File: src/rtl/multi_key_debounce_click_detector_assert.svh
// Assertion macros for the multi-key debounce and click detector.
`ifndef MULTI_KEY_DEBOUNCE_CLICK_DETECTOR_ASSERT_SVH
`define MULTI_KEY_DEBOUNCE_CLICK_DETECTOR_ASSERT_SVH

// Same-cycle implication, sampled on clk_i and held off during reset.
`define MKDC_ASSERT_NOW(lbl, ante, cons, msg) \
  lbl: assert property (@(posedge clk_i) disable iff (!rst_ni) (ante) |-> (cons)) \
    else $error(msg);

// Next-cycle implication, sampled on clk_i and held off during reset.
`define MKDC_ASSERT_NEXT(lbl, ante, cons, msg) \
  lbl: assert property (@(posedge clk_i) disable iff (!rst_ni) (ante) |=> (cons)) \
    else $error(msg);

`endif

File: src/rtl/mkdc_pkg.sv
// Shared types and constants of the multi-key debounce and click detector.
`default_nettype none

package mkdc_pkg;

  localparam int unsigned PIN_W   = 4;
  localparam int unsigned IDX_W   = 4;
  localparam int unsigned DC_W    = 8;
  localparam int unsigned CFG_W   = 8;
  localparam int unsigned CFG_IDX_W = 2;
  localparam int unsigned S_DATA_W = 8;
  localparam int unsigned M_DATA_W = 8;

  localparam logic [DC_W-1:0] DC_RESET = 8'd5;

  typedef enum logic {
    REQ_TICK = 1'b0,
    REQ_READ = 1'b1
  } req_e;

  typedef enum logic [CFG_IDX_W-1:0] {
    CFG_POLARITY = 2'd0,
    CFG_DEBOUNCE = 2'd1,
    CFG_AUTO     = 2'd2
  } cfg_reg_e;

  // Per-key control for one accepted request.
  typedef struct packed {
    logic scan;  // a tick sample is applied to this key
    logic take;  // the flag is taken and cleared after any scan
  } lane_ctrl_t;

endpackage

`default_nettype wire

File: src/rtl/mkdc_lane.sv
// One key's debounce machine: phase, sample counter and click flag.
`default_nettype none

module mkdc_lane #(
  parameter int unsigned COUNT_WIDTH = 8
) (
  input  wire logic                          clk_i,
  input  wire logic                          rst_ni,
  input  wire mkdc_pkg::lane_ctrl_t          ctrl_i,
  input  wire logic                          active_i,
  input  wire logic [mkdc_pkg::DC_W-1:0]     debounce_i,
  output logic                               taken_o
);

  localparam int unsigned CMP_W =
    (COUNT_WIDTH > mkdc_pkg::DC_W) ? COUNT_WIDTH : mkdc_pkg::DC_W;

  typedef enum logic [1:0] {
    PH_IDLE     = 2'd0,
    PH_PRESSED  = 2'd1,
    PH_RELEASED = 2'd2
  } phase_e;

  phase_e                 phase_q, phase_d;
  logic [COUNT_WIDTH-1:0] cnt_q, cnt_d, cnt_inc;
  logic                   flag_q, flag_d, flag_mid;
  logic                   reached;

  // Saturating increment, then compare against the debounce count.
  assign cnt_inc = (cnt_q == {COUNT_WIDTH{1'b1}}) ? cnt_q : cnt_q + 1'b1;
  assign reached = CMP_W'(cnt_inc) >= CMP_W'(debounce_i);

  always_comb begin
    phase_d  = phase_q;
    cnt_d    = cnt_q;
    flag_mid = flag_q;
    if (ctrl_i.scan) begin
      case (phase_q)
        PH_IDLE: begin
          if (active_i) begin
            cnt_d = cnt_inc;
            if (reached) begin
              phase_d = PH_PRESSED;
              cnt_d   = '0;
            end
          end else begin
            cnt_d = '0;
          end
        end
        PH_PRESSED: begin
          // Active samples leave the release count alone.
          if (!active_i) begin
            cnt_d = cnt_inc;
            if (reached) begin
              phase_d  = PH_RELEASED;
              flag_mid = 1'b1;
              cnt_d    = '0;
            end
          end
        end
        PH_RELEASED: begin
          phase_d = PH_RELEASED;
        end
        default: begin
          phase_d = PH_IDLE;
          cnt_d   = '0;
        end
      endcase
    end
    taken_o = ctrl_i.take & flag_mid;
    flag_d  = flag_mid & ~ctrl_i.take;
    if (taken_o) begin
      phase_d = PH_IDLE;
    end
  end

  always_ff @(posedge clk_i or negedge rst_ni) begin
    if (!rst_ni) begin
      phase_q <= PH_IDLE;
      cnt_q   <= '0;
      flag_q  <= 1'b0;
    end else begin
      phase_q <= phase_d;
      cnt_q   <= cnt_d;
      flag_q  <= flag_d;
    end
  end

endmodule

`default_nettype wire

File: src/rtl/mkdc_merge.sv
// Combines the lanes' taken flags into one result and holds it in the output register.
`default_nettype none

module mkdc_merge #(
  parameter int unsigned KEY_COUNT = 4
) (
  input  wire logic                              clk_i,
  input  wire logic                              rst_ni,
  input  wire logic                              accept_i,
  input  wire logic                              is_tick_i,
  input  wire logic [KEY_COUNT-1:0]              taken_i,
  input  wire logic                              m_ready_i,
  output logic                                   s_ready_o,
  output logic                                   m_valid_o,
  output logic [mkdc_pkg::M_DATA_W-1:0]          m_data_o
);

  logic [mkdc_pkg::PIN_W-1:0]    taken_low;
  logic [mkdc_pkg::PIN_W-1:0]    fired;
  logic                          flag;
  logic                          valid_q, valid_d;
  logic [mkdc_pkg::M_DATA_W-1:0] data_q, data_d;

  // Only keys with a pin bit appear in the reported mask.
  for (genvar i = 0; i < mkdc_pkg::PIN_W; i++) begin : g_low
    if (i < KEY_COUNT) begin : g_key
      assign taken_low[i] = taken_i[i];
    end else begin : g_none
      assign taken_low[i] = 1'b0;
    end
  end

  assign fired = is_tick_i ? taken_low : '0;
  assign flag  = ~is_tick_i & (|taken_i);

  assign s_ready_o = ~valid_q | m_ready_i;

  always_comb begin
    valid_d = valid_q & ~m_ready_i;
    data_d  = data_q;
    if (accept_i) begin
      valid_d = 1'b1;
      data_d  = {{(mkdc_pkg::M_DATA_W - mkdc_pkg::PIN_W - 1){1'b0}}, flag, fired};
    end
  end

  always_ff @(posedge clk_i or negedge rst_ni) begin
    if (!rst_ni) begin
      valid_q <= 1'b0;
    end else begin
      valid_q <= valid_d;
    end
  end

  always_ff @(posedge clk_i) begin
    data_q <= data_d;
  end

  assign m_valid_o = valid_q;
  assign m_data_o  = data_q;

endmodule

`default_nettype wire

File: src/rtl/multi_key_debounce_click_detector.sv
// Top level of the multi-key debounce and click detector.
`default_nettype none
`include "multi_key_debounce_click_detector_assert.svh"

// Debounces KEY_COUNT keys side by side, one lane per key, and latches a click
// flag when a confirmed press is followed by a confirmed release. A request is
// either a scan tick carrying the raw pin levels or a read that takes one key's
// flag. Every accepted request gives exactly one result, which appears in the
// output register on the cycle after acceptance. While the output register is
// empty or downstream is ready, a new request is taken every cycle: the single
// output register is refilled in the same cycle that the downstream side takes
// its contents, so throughput is one request per clock. Configuration writes take
// effect on the next edge and should only be made while no result is pending.
module multi_key_debounce_click_detector #(
  parameter int unsigned KEY_COUNT   = 4,
  parameter int unsigned COUNT_WIDTH = 8
) (
  input  wire logic                               clk_i,
  input  wire logic                               rst_ni,
  // Request stream.
  input  wire logic                               s_axis_tvalid,
  output logic                                    s_axis_tready,
  input  wire logic [mkdc_pkg::S_DATA_W-1:0]      s_axis_tdata,  // pin_levels[3:0], read_key[7:4]
  input  wire logic                               s_axis_tuser,  // req_type
  // Result stream.
  output logic                                    m_axis_tvalid,
  input  wire logic                               m_axis_tready,
  output logic [mkdc_pkg::M_DATA_W-1:0]           m_axis_tdata,  // fired_keys[3:0], flag_out[4]
  // Configuration write port.
  input  wire logic                               cfg_we_i,
  input  wire logic [mkdc_pkg::CFG_IDX_W-1:0]     cfg_idx_i,
  input  wire logic [mkdc_pkg::CFG_W-1:0]         cfg_data_i
);

  logic [mkdc_pkg::PIN_W-1:0] pol_q;
  logic [mkdc_pkg::DC_W-1:0]  dc_q;
  logic                       auto_q;

  logic                       accept;
  logic                       is_tick;
  logic [mkdc_pkg::PIN_W-1:0] pins;
  logic [mkdc_pkg::IDX_W-1:0] key_idx;
  logic [KEY_COUNT-1:0]       taken;
  logic [KEY_COUNT-1:0]       active;
  mkdc_pkg::lane_ctrl_t       ctrl [KEY_COUNT];

  logic                       read_acc;
  logic                       tick_acc;
  logic [mkdc_pkg::PIN_W-1:0] res_fired;
  logic                       res_flag;

  assign accept  = s_axis_tvalid & s_axis_tready;
  assign is_tick = (mkdc_pkg::req_e'(s_axis_tuser) == mkdc_pkg::REQ_TICK);
  assign pins    = s_axis_tdata[mkdc_pkg::PIN_W-1:0];
  assign key_idx = s_axis_tdata[mkdc_pkg::PIN_W +: mkdc_pkg::IDX_W];

  always_ff @(posedge clk_i or negedge rst_ni) begin
    if (!rst_ni) begin
      pol_q  <= '0;
      dc_q   <= mkdc_pkg::DC_RESET;
      auto_q <= 1'b0;
    end else if (cfg_we_i) begin
      case (mkdc_pkg::cfg_reg_e'(cfg_idx_i))
        mkdc_pkg::CFG_POLARITY: pol_q  <= cfg_data_i[mkdc_pkg::PIN_W-1:0];
        mkdc_pkg::CFG_DEBOUNCE: dc_q   <= cfg_data_i[mkdc_pkg::DC_W-1:0];
        mkdc_pkg::CFG_AUTO:     auto_q <= cfg_data_i[0];
        default: ;
      endcase
    end
  end

  for (genvar k = 0; k < KEY_COUNT; k++) begin : g_lane
    // Keys beyond the pin field see a level and polarity of zero.
    if (k < mkdc_pkg::PIN_W) begin : g_pin
      assign active[k] = pins[k] ^ pol_q[k];
    end else begin : g_nopin
      assign active[k] = 1'b0;
    end

    assign ctrl[k].scan = accept & is_tick;
    assign ctrl[k].take = accept & ((is_tick & auto_q) |
                          (~is_tick & (key_idx == mkdc_pkg::IDX_W'(k))));

    mkdc_lane #(
      .COUNT_WIDTH (COUNT_WIDTH)
    ) u_lane (
      .clk_i      (clk_i),
      .rst_ni     (rst_ni),
      .ctrl_i     (ctrl[k]),
      .active_i   (active[k]),
      .debounce_i (dc_q),
      .taken_o    (taken[k])
    );
  end

  mkdc_merge #(
    .KEY_COUNT (KEY_COUNT)
  ) u_merge (
    .clk_i     (clk_i),
    .rst_ni    (rst_ni),
    .accept_i  (accept),
    .is_tick_i (is_tick),
    .taken_i   (taken),
    .m_ready_i (m_axis_tready),
    .s_ready_o (s_axis_tready),
    .m_valid_o (m_axis_tvalid),
    .m_data_o  (m_axis_tdata)
  );

  assign read_acc  = accept & ~is_tick;
  assign tick_acc  = accept & is_tick;
  assign res_fired = m_axis_tdata[mkdc_pkg::PIN_W-1:0];
  assign res_flag  = m_axis_tdata[mkdc_pkg::PIN_W];

  `MKDC_ASSERT_NOW(a_read_one_key, read_acc, $onehot0(taken), "read took several keys")
  `MKDC_ASSERT_NEXT(a_read_no_mask, read_acc, m_axis_tvalid && !(|res_fired), "mask on a read")
  `MKDC_ASSERT_NEXT(a_tick_no_flag, tick_acc, m_axis_tvalid && !res_flag, "flag on a tick")
  `MKDC_ASSERT_NEXT(a_manual_no_mask, tick_acc && !auto_q, !(|res_fired), "mask with auto off")

endmodule

`default_nettype wire
File: config.mk
export PLATFORM = sky130hd
export DESIGN_NAME = multi_key_debounce_click_detector
export DESIGN_NICKNAME = d
export VERILOG_FILES = /design/src/rtl/mkdc_pkg.sv /design/src/rtl/mkdc_lane.sv /design/src/rtl/mkdc_merge.sv /design/src/rtl/multi_key_debounce_click_detector.sv
export VERILOG_INCLUDE_DIRS = /design/src /design/src/rtl
export SDC_FILE = /design/constraint.sdc
export NUM_CORES = 1
export LEC_CHECK = 0
export BUFFER_PORTS_ARGS = -buffer_cell sky130_fd_sc_hd__buf_2
export CAP_MARGIN = 20
export CORE_ASPECT_RATIO = 0.6
export CORE_MARGIN = 4
export CORE_UTILIZATION = 30
export DETAILED_ROUTE_END_ITERATION = 7
export GPL_TIMING_DRIVEN = 0
export PLACE_DENSITY = 0.42
export SYNTH_ARGS = -nofsm -noshare
export SYNTH_HDL_FRONTEND = slang
export SYNTH_SLANG_ARGS = --single-unit
File: constraint.sdc
create_clock -name clk_i -period 8.7 [get_ports clk_i]
set_input_delay 1.305 -clock clk_i [delete_from_list [all_inputs] [get_ports clk_i]]
set_output_delay 1.305 -clock clk_i [all_outputs]
set_load 0.005 [all_outputs]
==> results of run 1 <==
[logic make-up after synthesis]
kind of cell,synth area share (%)
compound gates,21.54
simple gates,16.15
xor+xnor,3.502
mux,6.531
buf+inv,3.224
other cells,0.08330
flops,35.63
fa+ha+maj,13.34
[power by group]
group	total (W)	internal, W	switching (W)
sequential	0.000396	0.000347	0.0000489
combinational	0.000397	0.000166	0.000232
clock	0.000395	0.000249	0.000146
total	0.00119	0.000761	0.000427
[metal layers]
layer  vias to the layer above  routed length (microns)  track usage, %
met4                         0                      138           3.485
met1                      1683                     6497           21.32
li1                       1741                        -               -
met3                        13                      458           3.716
met5                         -                        0               0
met2                        56                     4443           19.14
[layout by cell type, fill, tap and decap left out, drive strengths merged, types with 2 or more instances in the layout]
cell type / instances
or4: 2
clkinvlp: 2
and3: 5
conb: 3
edfxtp: 5
xor2: 10
nand2: 35
dfrtp: 56
a21o: 5
and2: 8
nand3b: 6
dfstp: 2
mux2i: 8
xnor2: 8
inv: 22
or4b: 2
o2111ai: 3
o21a: 7
nor2b: 2
a41oi: 7
ha: 48
o31ai: 2
a2111oi: 6
or3: 3
nand3: 19
clkbuf: 14
a22o: 18
mux2: 19
and4: 3
nand4: 3
buf: 37
nand2b: 7
o21ai: 10
a31oi: 19
nor3: 5
a221oi: 3
a211o: 4
nor2: 35
a21oi: 25
[state kept, by name, indices dropped and copies added (netlist names)]
signal / cells
pol_q: 4
auto_q: 1
u_merge.m_data_o: 5
g_lane.u_lane.cnt_q: 32
g_lane.u_lane.phase_q: 8
u_merge.m_valid_o: 1
g_lane.u_lane.flag_q: 4
dc_q: 8
[area by class of cell]
class,count,area (sq um),area share (%)
Multi-Input combinational cell,351,2760,52.71
Sequential cell,63,1604,30.63
Clock buffer,11,264.0,5.042
Tap cell,198,247.7,4.731
Timing Repair Buffer,30,152.6,2.915
Inverter,21,78.83,1.505
Buffer,10,66.31,1.266
Clock inverter,5,62.56,1.195
[worst max-delay path: cells and delay by family (launching register included)]
| family | cells | cell delay (ns) |
|---|---|---|
| flip-flops | 1 | 0.46 |
| adder cells (fa/ha/maj) | 2 | 0.50 |
| buffers and inverters | 2 | 0.45 |
| AO/OA/AOI/OAI | 6 | 1.32 |
| XOR/XNOR | 1 | 0.18 |
| AND/OR/NAND/NOR | 2 | 0.62 |
[how the worst max path moves through the flow]
stage | start | endpoint | slack (ns)
floorplan | g_lane[0].u_lane.cnt_q[3] | g_lane[0].u_lane.cnt_q[3] | 5.65
global placement | g_lane[2].u_lane.cnt_q[1] | u_merge.m_data_o[4] | 5.10
detailed placement | g_lane[0].u_lane.cnt_q[0] | g_lane[0].u_lane.cnt_q[5] | 5.11
CTS | g_lane[0].u_lane.cnt_q[0] | g_lane[0].u_lane.cnt_q[5] | 5.08
global route | g_lane[2].u_lane.cnt_q[1] | u_merge.m_data_o[4] | 4.78
finish | g_lane[0].u_lane.cnt_q[0] | g_lane[0].u_lane.cnt_q[5] | 5.07
[through the flow]
step           setup WS [ns]  hold WS (ns)
5_1_grt                4.778        0.5258
2_1_floorplan          5.651        0.4545
3_3_place_gp           5.097        0.4725
3_5_place_dp           5.113        0.4857
4_1_cts                5.081        0.5004
6_report               5.071        0.4919
==> reports/summary.json, run 1 <==
{
  "setup_path": {
    "crit_path_max_cell_delay_ns": 0.46,
    "crit_arrival_ns": 3.88,
    "r2r-start": "g_lane[0].u_lane.cnt_q[0]",
    "cp_cell_sequence": "ha_1 > clkbuf_1 > a21oi_1 > and3_1 > xor2_1 > ha_1 > a21o_1 > a221oi_1 > o21ai_2 > nor3_1 > buf_2 > a21oi_1 > a31oi_1",
    "cp_slowest_cell": "dfrtp_1",
    "rrSetupSlack_ns": 5.07,
    "worst_r2r_path_depth": 13,
    "critPathRequiredTime_ns": 8.95,
    "r2r_end": "g_lane[0].u_lane.cnt_q[5]",
    "start_kind": "flop",
    "critPathKind": "flop to flop",
    "worst-path-max-fanout": 10,
    "setup.worst_path.end_class": "flop"
  },
  "cts": {
    "clock_tree_from_tritoncts": "done",
    "clock_sinks": 63,
    "cts_root_buffer": "clkbuf_16",
    "tritoncts.num_buffers": 9,
    "cts_hold_buffers": 0,
    "maximum_root_to_sink_buffer_count": 2,
    "htree_levels": 3,
    "worst_setup_hold_path_clk_slew_ns": 0.06,
    "post_cts_repair_setup_buffers": 0,
    "ctsResizeCount": 0,
    "clock_insertion_delay_worst_skew_ns": 0.34
  },
  "timing": {
    "report.final.slew_viol_count": 0,
    "clock-skew-final_ns": 0.007846,
    "period_utilisation_layout_pct": 41.71,
    "fin_crit_ns": 3.629,
    "totalNegativeSetupSlack_ns": 0,
    "slew-limit-headroom_pct": 45.28,
    "final-hold-violation-count": 0,
    "timing.final.setup_violations": 0,
    "grt_setup_unrepaired": "false",
    "worst-slew-pin-transition_ns": 0.8208,
    "timing.fmax_mhz": 275.6
  },
  "drt": {
    "route.antenna.remaining_nets": 0,
    "drtPass1Iterations": 4,
    "route.detailed.drc": 0,
    "viasPerCell": 5.070,
    "dr_total_vias": 3493,
    "postRouteWirelength_microns": 11540,
    "drt-wirelength-per-cell_microns": 16.74,
    "dr.first_iter.drc_count": 236
  },
  "worst_hold_path": {
    "hold_path_depth": 2,
    "worst_hold_path.endpoint": "g_lane[0].u_lane.flag_q",
    "holdCritStartpoint": "g_lane[0].u_lane.flag_q",
    "timing.hold.worst.class": "flop to flop"
  },
  "layout": {
    "final_layout_size_suffix_gt1_share_pct": 20.57,
    "design.final.nets": 558,
    "filler_cell_count": 1439,
    "finalInstanceArea_sq_um": 5236,
    "n_antenna_cell": 0,
    "finalCoreUtilization_pct": 35.89,
    "area.growth.synth_to_final_pct": 16.31,
    "post_layout_nonfiller_instances": 689
  },
  "global_route": {
    "first_pass_grt_wire_length_microns": 18400,
    "grt_overflow_total": 0,
    "track_usage_pct": 13.91,
    "first_global_vias": 3349,
    "grt_max_degree": 59,
    "grt_antenna_before_repair": 0
  },
  "logic_synthesis": {
    "synth_common_cells": "56 x dfrtp_1, 48 x ha_1, 35 x nand2_1, 30 x nor2_1, 25 x a21oi_1",
    "synth_async_sr_flop_share_pct": 92.06,
    "syn_area_per_cell_sq_um": 10.16,
    "sequential_area_share_after_synthesis_pct": 35.63,
    "synthDominantCellAreaShare_pct": 31.13,
    "synth_edf_count": 5,
    "netlist_top_cells_area": "dfrtp_1 31%, ha_1 13%, mux2_2 4.5%, a22o_1 3.5%, edfxtp_1 3.3%",
    "synth_flop_cell": "dfrtp_1",
    "synth.yosys.warnings": 0,
    "ys_seq_elements": 63,
    "netlist.top_cell.by_area": "dfrtp_1",
    "synth_most_common_cell": "dfrtp_1",
    "synthCells": 443,
    "synthDistinctLibCells": 62,
    "synth.cell_area_sq_um": 4502
  },
  "run_status": {
    "run_status": "finished, final reports clean"
  },
  "die": {
    "row_count": 34,
    "start_util_pct": 30.85,
    "fp.coreArea_sq_um": 14590,
    "i_o_pins": 34,
    "die_h_microns": 102.9,
    "die_width_microns": 166.1,
    "die_footprint_sq_um": 17090
  },
  "place": {
    "hpwl_microns": 8629,
    "place.detailed.instances": 673,
    "gp_routability_congestion": 0.7757,
    "dpl_cell_area_sq_um": 4910,
    "portBuffers": 30
  },
  "power_and_ir_drop": {
    "finalPower_w": 0.001188,
    "power-per-cell-area_nw_per_um2": 226.9,
    "vdd.ir_drop.worst_uv": 128.6,
    "power.leakage_nw": 2.375
  },
  "job": {
    "cap_viol_max_count": 0
  }
}
Note: power is estimated with default switching activity, not from simulation.
==> run 2: changes to the inputs <==
==> constraint.sdc (replaced) <==
create_clock -name clk_i -period 3.4 [get_ports clk_i]
set_input_delay 0.51 -clock clk_i [delete_from_list [all_inputs] [get_ports clk_i]]
set_output_delay 0.51 -clock clk_i [all_outputs]
set_load 0.005 [all_outputs]
==> run 2 against run 1 <==
Clock power rose to 2.6 times the previous value. Worst setup slack lost 4.9 ns. First-iteration DRC count decreased by 2.5%. Cell count grew 0.73%. Sequential share of layout area decreased by 1.2 points. Non-clock buffer count up 5. Design area up 3.9%. Critical path type unchanged. Largest power group unchanged. Power rose to 2.6 times the previous value. Wire length increased by 2.1%.
==> reports/summary.json, run 2 (synthesis results as in run 1) <==
{
  "global_route": {
    "grt_max_degree": {"value": 59, "change": "unchanged"},
    "globalRouteMet3Util": {"value": 3.716, "unit": "%", "change": "unchanged"},
    "first_global_vias": {"value": 3386, "change": "+1.1%"},
    "track_usage": {"value": 13.98, "unit": "%", "change": "+0.068 points"},
    "grt_overflow_total": {"value": 0, "change": "unchanged"},
    "grt-busiest-layer": "met1",
    "globalRouteMet1Util": {"value": 21.30, "unit": "%", "change": "about the same"},
    "grt_antenna_before_repair": {"value": 0, "change": "unchanged"},
    "grtUsageMet2": {"value": 19.42, "unit": "%", "change": "+0.28 points"},
    "first_pass_grt_wire_length": {"value": 18520, "unit": "microns", "change": "+0.67%"}
  },
  "setup_path": {
    "rrSetupSlack": {"value": 0.18, "unit": "ns", "change": "-4.89 ns"},
    "critPathKind": "flop to flop",
    "cp_cell_sequence": "and4_1 > and2_1 > a21oi_2 > and3_1 > xor2_1 > ha_1 > a21o_1 > a221oi_4 > o21ai_4 > a41oi_4 > a41oi_2",
    "setup.worst_path.end_class": "flop",
    "crit_arrival": {"value": 3.29, "unit": "ns", "change": "-0.59 ns"},
    "critPathRequiredTime": {"value": 3.46, "unit": "ns", "change": "-5.49 ns"},
    "crit_path_max_cell_delay": {"value": 0.45, "unit": "ns", "change": "about the same"},
    "start_kind": "flop",
    "worst-path-max-fanout": {"value": 7, "change": "-3"},
    "cp_slowest_cell": "dfrtp_1"
  },
  "drt": {
    "postRouteWirelength": {"value": 11780, "unit": "microns", "change": "+2.1%"},
    "drt-wirelength-per-cell": {"value": 16.97, "unit": "microns", "change": "+1.3%"},
    "viasPerCell": {"value": 5.050, "change": "-0.38%"},
    "route.antenna.remaining_nets": {"value": 0, "change": "unchanged"},
    "dr.first_iter.drc_count": {"value": 230, "change": "-2.5%"},
    "route.detailed.drc": {"value": 0, "change": "unchanged"},
    "drtPass1Iterations": {"value": 4, "change": "unchanged"},
    "dr_total_vias": {"value": 3505, "change": "+0.34%"}
  },
  "timing": {
    "finalWorstSetupSlack": {"value": 0.1778, "unit": "ns", "change": "-4.893 ns"},
    "final-hold-violation-count": {"value": 0, "change": "unchanged"},
    "period_utilisation_layout": {"value": 94.77, "unit": "%", "change": "+53 points"},
    "clock-skew-final": {"value": 0.007411, "unit": "ns", "change": "-0.0004347 ns"},
    "report.final.slew_viol_count": {"value": 0, "change": "unchanged"},
    "slew-limit-headroom": {"value": 45.16, "unit": "%", "change": "-0.13 points"},
    "totalNegativeSetupSlack": {"value": 0, "unit": "ns", "change": "unchanged"},
    "grt_setup_unrepaired": "false",
    "whs": {"value": 0.2528, "unit": "ns", "change": "-0.2391 ns"},
    "timing.fmax": {"value": 310.3, "unit": "MHz", "change": "+13%"},
    "timing.final.setup_violations": {"value": 0, "change": "unchanged"},
    "worst-slew-pin-transition": {"value": 0.8227, "unit": "ns", "change": "+0.001881 ns"},
    "fin_crit": {"value": 3.222, "unit": "ns", "change": "-0.4066 ns"}
  },
  "cts": {
    "cts_hold_buffers": {"value": 0, "change": "unchanged"},
    "tritoncts.num_buffers": {"value": 9, "change": "unchanged"},
    "worst_setup_hold_path_clk_slew": {"value": 0.06, "unit": "ns", "change": "about the same"},
    "maximum_root_to_sink_buffer_count": {"value": 2, "change": "unchanged"},
    "clock_insertion_delay_worst_skew": {"value": 0.34, "unit": "ns", "change": "about the same"},
    "htree_levels": {"value": 3, "change": "unchanged"},
    "cts_root_buffer": "clkbuf_16",
    "clock_tree_from_tritoncts": "done",
    "clock_sinks": {"value": 63, "change": "unchanged"}
  },
  "place": {
    "gp_routability_congestion": {"value": 0.7757, "change": "unchanged"},
    "portBuffers": {"value": 30, "change": "unchanged"},
    "preCtsSetupSlack": {"value": -0.1868, "unit": "ns", "change": "-5.300 ns"},
    "hpwl": {"value": 8629, "unit": "microns", "change": "unchanged"}
  },
  "run_status": {
    "run_status": "finished, final reports clean"
  },
  "die": {
    "i_o_pins": {"value": 34, "change": "unchanged"},
    "die_h": {"value": 102.9, "unit": "microns", "change": "unchanged"},
    "die_footprint": {"value": 17090, "unit": "sq um", "change": "unchanged"},
    "fp.coreArea": {"value": 14590, "unit": "sq um", "change": "unchanged"},
    "start_util": {"value": 30.85, "unit": "%", "change": "unchanged"},
    "row_count": {"value": 34, "change": "unchanged"},
    "die_width": {"value": 166.1, "unit": "microns", "change": "unchanged"}
  },
  "job": {
    "cap_viol_max_count": {"value": 0, "change": "unchanged"}
  },
  "power_and_ir_drop": {
    "p_int": {"value": 0.001963, "unit": "W", "change": "+160%"},
    "vdd.ir_drop.worst": {"value": 334.9, "unit": "uV", "change": "+160%"},
    "clockPowerShare": {"value": 32.5, "unit": "%", "change": "-0.7 points"},
    "power_frac_seq": {"value": 32.7, "unit": "%", "change": "-0.6 points"},
    "net-switching-power": {"value": 0.001133, "unit": "W", "change": "+170%"},
    "power.leakage": {"value": 2.440, "unit": "nW", "change": "+2.7%"},
    "power_frac_comb": {"value": 34.7, "unit": "%", "change": "+1.2 points"},
    "power.share.switching": {"value": 36.61, "unit": "%", "change": "+0.66 points"},
    "power-per-cell-area": {"value": 569.0, "unit": "nW/um^2", "change": "+150%"}
  },
  "layout": {
    "biggestRegsByFlops": "g_lane.u_lane.cnt_q x32, dc_q x8, g_lane.u_lane.phase_q x8",
    "largest_register_ffs": {"value": 32, "change": "unchanged"},
    "multiInputGateArea": {"value": 2922, "unit": "sq um", "change": "+5.8%"},
    "layout_commonest_cell": "dfrtp_1",
    "regArea": {"value": 1604, "unit": "sq um", "change": "unchanged"},
    "max_flop_register": "g_lane.u_lane.cnt_q",
    "filler_cell_count": {"value": 1435, "change": "-0.28%"},
    "n_antenna_cell": {"value": 0, "change": "unchanged"},
    "mostFrequentLayoutCells": "56 x dfrtp_1, 47 x ha_1, 35 x nand2_1",
    "final_layout_size_suffix_gt1_share": {"value": 24.40, "unit": "%", "change": "+3.8 points"},
    "design.final.nets": {"value": 563, "change": "+0.90%"},
    "area.growth.synth_to_final_pct": 20.87
  },
  "worst_hold_path": {
    "timing.hold.worst.class": "input pin to async pin"
  }
}
==> run 2: area by class of cell <==
type | count | share of cell area, %
Clock inverter | 5 | 1.150
Inverter | 21 | 1.449
Multi-Input combinational cell | 351 | 53.69
Clock buffer | 11 | 4.852
Buffer | 9 | 1.196
Tap cell | 198 | 4.553
Sequential cell | 63 | 29.48
Timing Repair Buffer | 36 | 3.633
==> run 2: power groups by stage <==
stage / Combinational [W] / Sequential (W) / Clock [W]
finish: 0.00107 / 0.00101 / 0.00101
CTS: 0.00105 / 0.00101 / 0.00104
detailed placement: 0.00102 / 0.00102 / 0
floorplan: 0.000765 / 0.000989 / 0
global placement: 0.000986 / 0.00102 / 0
global route: 0.00122 / 0.00104 / 0.00108
==> run 2: worst paths after layout <==
kind | start | endpoint | cells after the start
setup / recovery | g_lane[0].u_lane.cnt_q[3] | u_merge.m_data_o[4] | 11
hold / removal | rst_ni | dc_q[5] | 1
setup reg to reg | g_lane[0].u_lane.cnt_q[3] | u_merge.m_data_o[4] | 11
hold reg to reg | g_lane[0].u_lane.flag_q | g_lane[0].u_lane.flag_q | 2
max in group asynchronous | rst_ni | g_lane[0].u_lane.cnt_q[0] | 1
min in group clk_i | cfg_data_i[7] | dc_q[7] | 2
==> run 2: layer usage <==
layer	routed length, microns	up-vias
met5	0	-
met1	6571	1695
li1	-	1757
met4	116	0
met2	4691	39
met3	397	14
==> run 2: critical path: cells and delay by family, from the launching register on <==
family                   cells  cell delay, ns
AO/OA/AOI/OAI                6            1.36
flip-flops                   1            0.45
XOR/XNOR                     1            0.18
adder cells (fa/ha/maj)      1            0.27
AND/OR/NAND/NOR              3            0.67
==> run 2: per-stage QoR <==
step	utilization [%]	cells	instance area [sq um]	total power, W
final	37.29	694	5441	0.003096
after global routing	37.29	694	5441	0.003329
after CTS	36.27	689	5293	0.003102
after detailed placement	33.65	673	4910	0.002047
after global placement	33.63	673	4907	0.002008
after floorplan	-	445	4509	0.001754
==> run 2: timing repair <==
| item | CTS | global route |
|---|---|---|
| endpoints found under the hold margin | 0 | 0 |
| endpoints found under the setup margin | 24 | 37 |
| gates cloned | 0 | 0 |
| setup buffers | 0 | 6 |
| pin swaps | 1 | 6 |
| resized for setup | 8 | 19 |
==> run 3: changes to the inputs <==
--- a/config.mk
+++ b/config.mk
@@ -9,11 +9,13 @@
 export BUFFER_PORTS_ARGS = -buffer_cell sky130_fd_sc_hd__buf_2
 export CAP_MARGIN = 20
 export CORE_ASPECT_RATIO = 0.6
-export CORE_MARGIN = 4
+export CORE_MARGIN = 5
 export CORE_UTILIZATION = 30
+export CTS_BUF_LIST = sky130_fd_sc_hd__clkbuf_2
 export DETAILED_ROUTE_END_ITERATION = 7
 export GPL_TIMING_DRIVEN = 0
 export PLACE_DENSITY = 0.42
+export REMOVE_ABC_BUFFERS = 1
 export SYNTH_ARGS = -nofsm -noshare
 export SYNTH_HDL_FRONTEND = slang
 export SYNTH_SLANG_ARGS = --single-unit
==> run 3 against run 2 <==
Die area is 3.2% higher. Combinational power is essentially flat. Sequential cell count stayed put. Worst hold slack worse by 0.064 ns. Critical endpoint is now u_merge.m_data_o[1]. Largest cell class unchanged.
==> reports/summary.json, run 3 (synthesis results as in run 1) <==
{
  "global_route": {
    "track_usage": {"value": 13.65, "unit": "%", "change": "-0.33 points"},
    "first_global_vias": {"value": 3531, "change": "+4.3%"},
    "grt_antenna_before_repair": {"value": 0, "change": "unchanged"},
    "first_pass_grt_wire_length": {"value": 19060, "unit": "microns", "change": "+2.9%"},
    "grt_max_degree": {"value": 59, "change": "unchanged"},
    "grt_overflow_total": {"value": 0, "change": "unchanged"}
  },
  "cts": {
    "worst_setup_hold_path_clk_slew": {"value": 0.24, "unit": "ns", "change": "+0.18 ns"},
    "maximum_root_to_sink_buffer_count": {"value": 2, "change": "unchanged"},
    "htree_levels": {"value": 3, "change": "unchanged"},
    "tritoncts.num_buffers": {"value": 9, "change": "unchanged"},
    "cts_root_buffer": "clkbuf_2",
    "clock_sinks": {"value": 63, "change": "unchanged"},
    "clock_tree_from_tritoncts": "done",
    "clock_insertion_delay_worst_skew": {"value": 0.55, "unit": "ns", "change": "+0.21 ns"}
  },
  "setup_path": {
    "setup.worst_path.end_class": "flop",
    "critPathRequiredTime": {"value": 3.69, "unit": "ns", "change": "+0.23 ns"},
    "start_kind": "flop",
    "crit_arrival": {"value": 3.58, "unit": "ns", "change": "+0.29 ns"},
    "r2r_end": "u_merge.m_data_o[1]",
    "crit_path_max_cell_delay": {"value": 0.50, "unit": "ns", "change": "+0.05 ns"},
    "rrSetupSlack": {"value": 0.11, "unit": "ns", "change": "-0.07 ns"},
    "cpMostUsedCell": "ha_1",
    "worst_r2r_path_depth": {"value": 11, "change": "unchanged"},
    "critPathKind": "flop to flop",
    "worst-path-max-fanout": {"value": 8, "change": "+1"},
    "cp_slowest_cell": "dfrtp_2",
    "r2r-start": "g_lane[1].u_lane.cnt_q[0]",
    "cp_cell_sequence": "ha_1 > a31oi_4 > and3_1 > xor2_1 > ha_1 > a21o_1 > a221oi_2 > o21ai_4 > a41oi_4 > buf_4 > nor2_1"
  },
  "timing": {
    "totalNegativeSetupSlack": {"value": 0, "unit": "ns", "change": "unchanged"},
    "fin_crit": {"value": 3.289, "unit": "ns", "change": "+0.06654 ns"},
    "report.final.slew_viol_count": {"value": 0, "change": "unchanged"},
    "final-hold-violation-count": {"value": 0, "change": "unchanged"},
    "timing.fmax": {"value": 304.1, "unit": "MHz", "change": "-2.0%"},
    "period_utilisation_layout": {"value": 96.73, "unit": "%", "change": "+2.0 points"},
    "worst-slew-pin-transition": {"value": 0.8385, "unit": "ns", "change": "+0.01587 ns"},
    "slew-limit-headroom": {"value": 43.98, "unit": "%", "change": "-1.2 points"},
    "clock-skew-final": {"value": 0.04234, "unit": "ns", "change": "+0.03493 ns"},
    "timing.final.setup_violations": {"value": 0, "change": "unchanged"}
  },
  "place": {
    "hpwl": {"value": 8895, "unit": "microns", "change": "+3.1%"},
    "portBuffers": {"value": 30, "change": "unchanged"},
    "place.detailed.instances": {"value": 664, "change": "-1.3%"},
    "gp_routability_congestion": {"value": 0.7680, "change": "-0.99%"},
    "dpl_cell_area": {"value": 4851, "unit": "sq um", "change": "-1.2%"}
  },
  "die": {
    "die_footprint": {"value": 17640, "unit": "sq um", "change": "+3.2%"},
    "die_width": {"value": 168.1, "unit": "microns", "change": "+1.2%"},
    "i_o_pins": {"value": 34, "change": "unchanged"},
    "row_count": {"value": 34, "change": "unchanged"},
    "start_util": {"value": 30.85, "unit": "%", "change": "unchanged"},
    "fp.coreArea": {"value": 14590, "unit": "sq um", "change": "unchanged"},
    "die_h": {"value": 104.9, "unit": "microns", "change": "+1.9%"}
  },
  "power_and_ir_drop": {
    "power.leakage": {"value": 2.324, "unit": "nW", "change": "-4.7%"},
    "power-per-cell-area": {"value": 491.4, "unit": "nW/um^2", "change": "-14%"},
    "vdd.ir_drop.worst": {"value": 228.4, "unit": "uV", "change": "-32%"}
  },
  "job": {
    "cap_viol_max_count": {"value": 0, "change": "unchanged"}
  },
  "drt": {
    "drtPass1Iterations": {"value": 4, "change": "unchanged"},
    "route.detailed.drc": {"value": 0, "change": "unchanged"},
    "dr_total_vias": {"value": 3576, "change": "+2.0%"},
    "viasPerCell": {"value": 5.168, "change": "+2.3%"},
    "drt-wirelength-per-cell": {"value": 17.02, "unit": "microns", "change": "+0.28%"},
    "postRouteWirelength": {"value": 11780, "unit": "microns", "change": "about the same"},
    "route.antenna.remaining_nets": {"value": 0, "change": "unchanged"},
    "dr.first_iter.drc_count": {"value": 185, "change": "-20%"}
  },
  "worst_hold_path": {
    "hold_path_depth": 2,
    "timing.hold.worst.class": "input pin to flop",
    "worst_hold_path.endpoint": "dc_q[6]",
    "holdCritStartpoint": "cfg_data_i[6]"
  },
  "layout": {
    "finalInstanceArea": {"value": 5238, "unit": "sq um", "change": "-3.7%"},
    "post_layout_nonfiller_instances": {"value": 692, "change": "-0.29%"},
    "area.growth.synth_to_final_pct": 16.34,
    "largest_register_ffs": {"value": 32, "change": "unchanged"},
    "max_flop_register": "g_lane.u_lane.cnt_q",
    "final_layout_size_suffix_gt1_share": {"value": 24.90, "unit": "%", "change": "+0.50 points"},
    "design.final.nets": {"value": 561, "change": "-0.36%"},
    "biggestRegsByFlops": "g_lane.u_lane.cnt_q x32, dc_q x8, g_lane.u_lane.phase_q x8",
    "mostFrequentLayoutCells": "51 x dfrtp_1, 47 x ha_1, 34 x nand2_1",
    "n_antenna_cell": {"value": 0, "change": "unchanged"},
    "layout_commonest_cell": "dfrtp_1"
  },
  "run_status": {
    "run_status": "finished, final reports clean"
  }
}
run 3: cell count changes in the layout (fill, tap and decap cells not counted), sizes merged:
cell and change:
inv -1, clkinvlp +1, buf -1, clkinv +2
clkbuf -4, dlygate4sd3 +1
run 3: critical path: cells and delay by family, from the launching register on:
kind	cells	cell delay (ns)
AND/OR/NAND/NOR	2	0.28
adder cells (fa/ha/maj)	2	0.58
AO/OA/AOI/OAI	5	1.27
buffers and inverters	1	0.16
flip-flops	1	0.50
XOR/XNOR	1	0.22
run 3: where the power goes:
part / switching (W) / internal, W / leakage [nW]
sequential: 0.000125 / 0.000886 / 0.800
clock: 0.000321 / 0.000169 / 0.0618
combinational: 0.000635 / 0.000438 / 1.46
total: 0.00108 / 0.00149 / 2.32
run 3: routing by layer:
metal	global-route usage (%)	part of all wire, %	vias up
met5	0	0	-
met4	3.127	0.61	0
met3	3.094	2.6	6
met2	18.99	42	46
met1	21.20	55	1765
li1	-	-	1759
run 3: per-stage QoR:
step / utilization, % / hold slack [ns] / power, W / worst slack (ns)
final: 35.89 / 0.1889 / 0.002574 / 0.1113
after detailed placement: 33.24 / 0.4817 / 0.002045 / -0.4889
after global placement: 33.18 / 0.4748 / 0.001990 / -0.7139
after global routing: 35.89 / 0.1263 / 0.002818 / -0.03277
after floorplan: - / 0.2144 / 0.001744 / 0.04795
after CTS: 34.66 / 0.1086 / 0.002573 / 0.005281
run 3: timing repair:
action | 4_1_cts | 5_1_grt
setup endpoints to repair | 24 | 38
gates resized for setup | 9 | 25
buffers inserted | 2 | 9
hold buffers | 1 | 0
hold endpoints to repair | 15 | 0
pin swaps | 3 | 4
run 3: worst max-delay path by stage:
stage | start | to
floorplan | g_lane[0].u_lane.cnt_q[3] | g_lane[0].u_lane.cnt_q[3]
global placement | g_lane[0].u_lane.cnt_q[3] | g_lane[0].u_lane.cnt_q[3]
detailed placement | g_lane[0].u_lane.cnt_q[3] | g_lane[0].u_lane.cnt_q[3]
CTS | g_lane[0].u_lane.cnt_q[3] | u_merge.m_data_o[4]
global route | g_lane[1].u_lane.cnt_q[1] | g_lane[1].u_lane.phase_q[0]
finish | g_lane[1].u_lane.cnt_q[0] | u_merge.m_data_o[1]
run 3: area by class of cell:
type / count / area, sq um
fill: 1461 / 9354
timing repair buffer: 43 / 252.7
tap: 198 / 247.7
clock buffer: 9 / 45.04
inverter: 21 / 78.83
multi-input combinational: 351 / 2929
clock inverter: 7 / 73.82
sequential: 63 / 1610
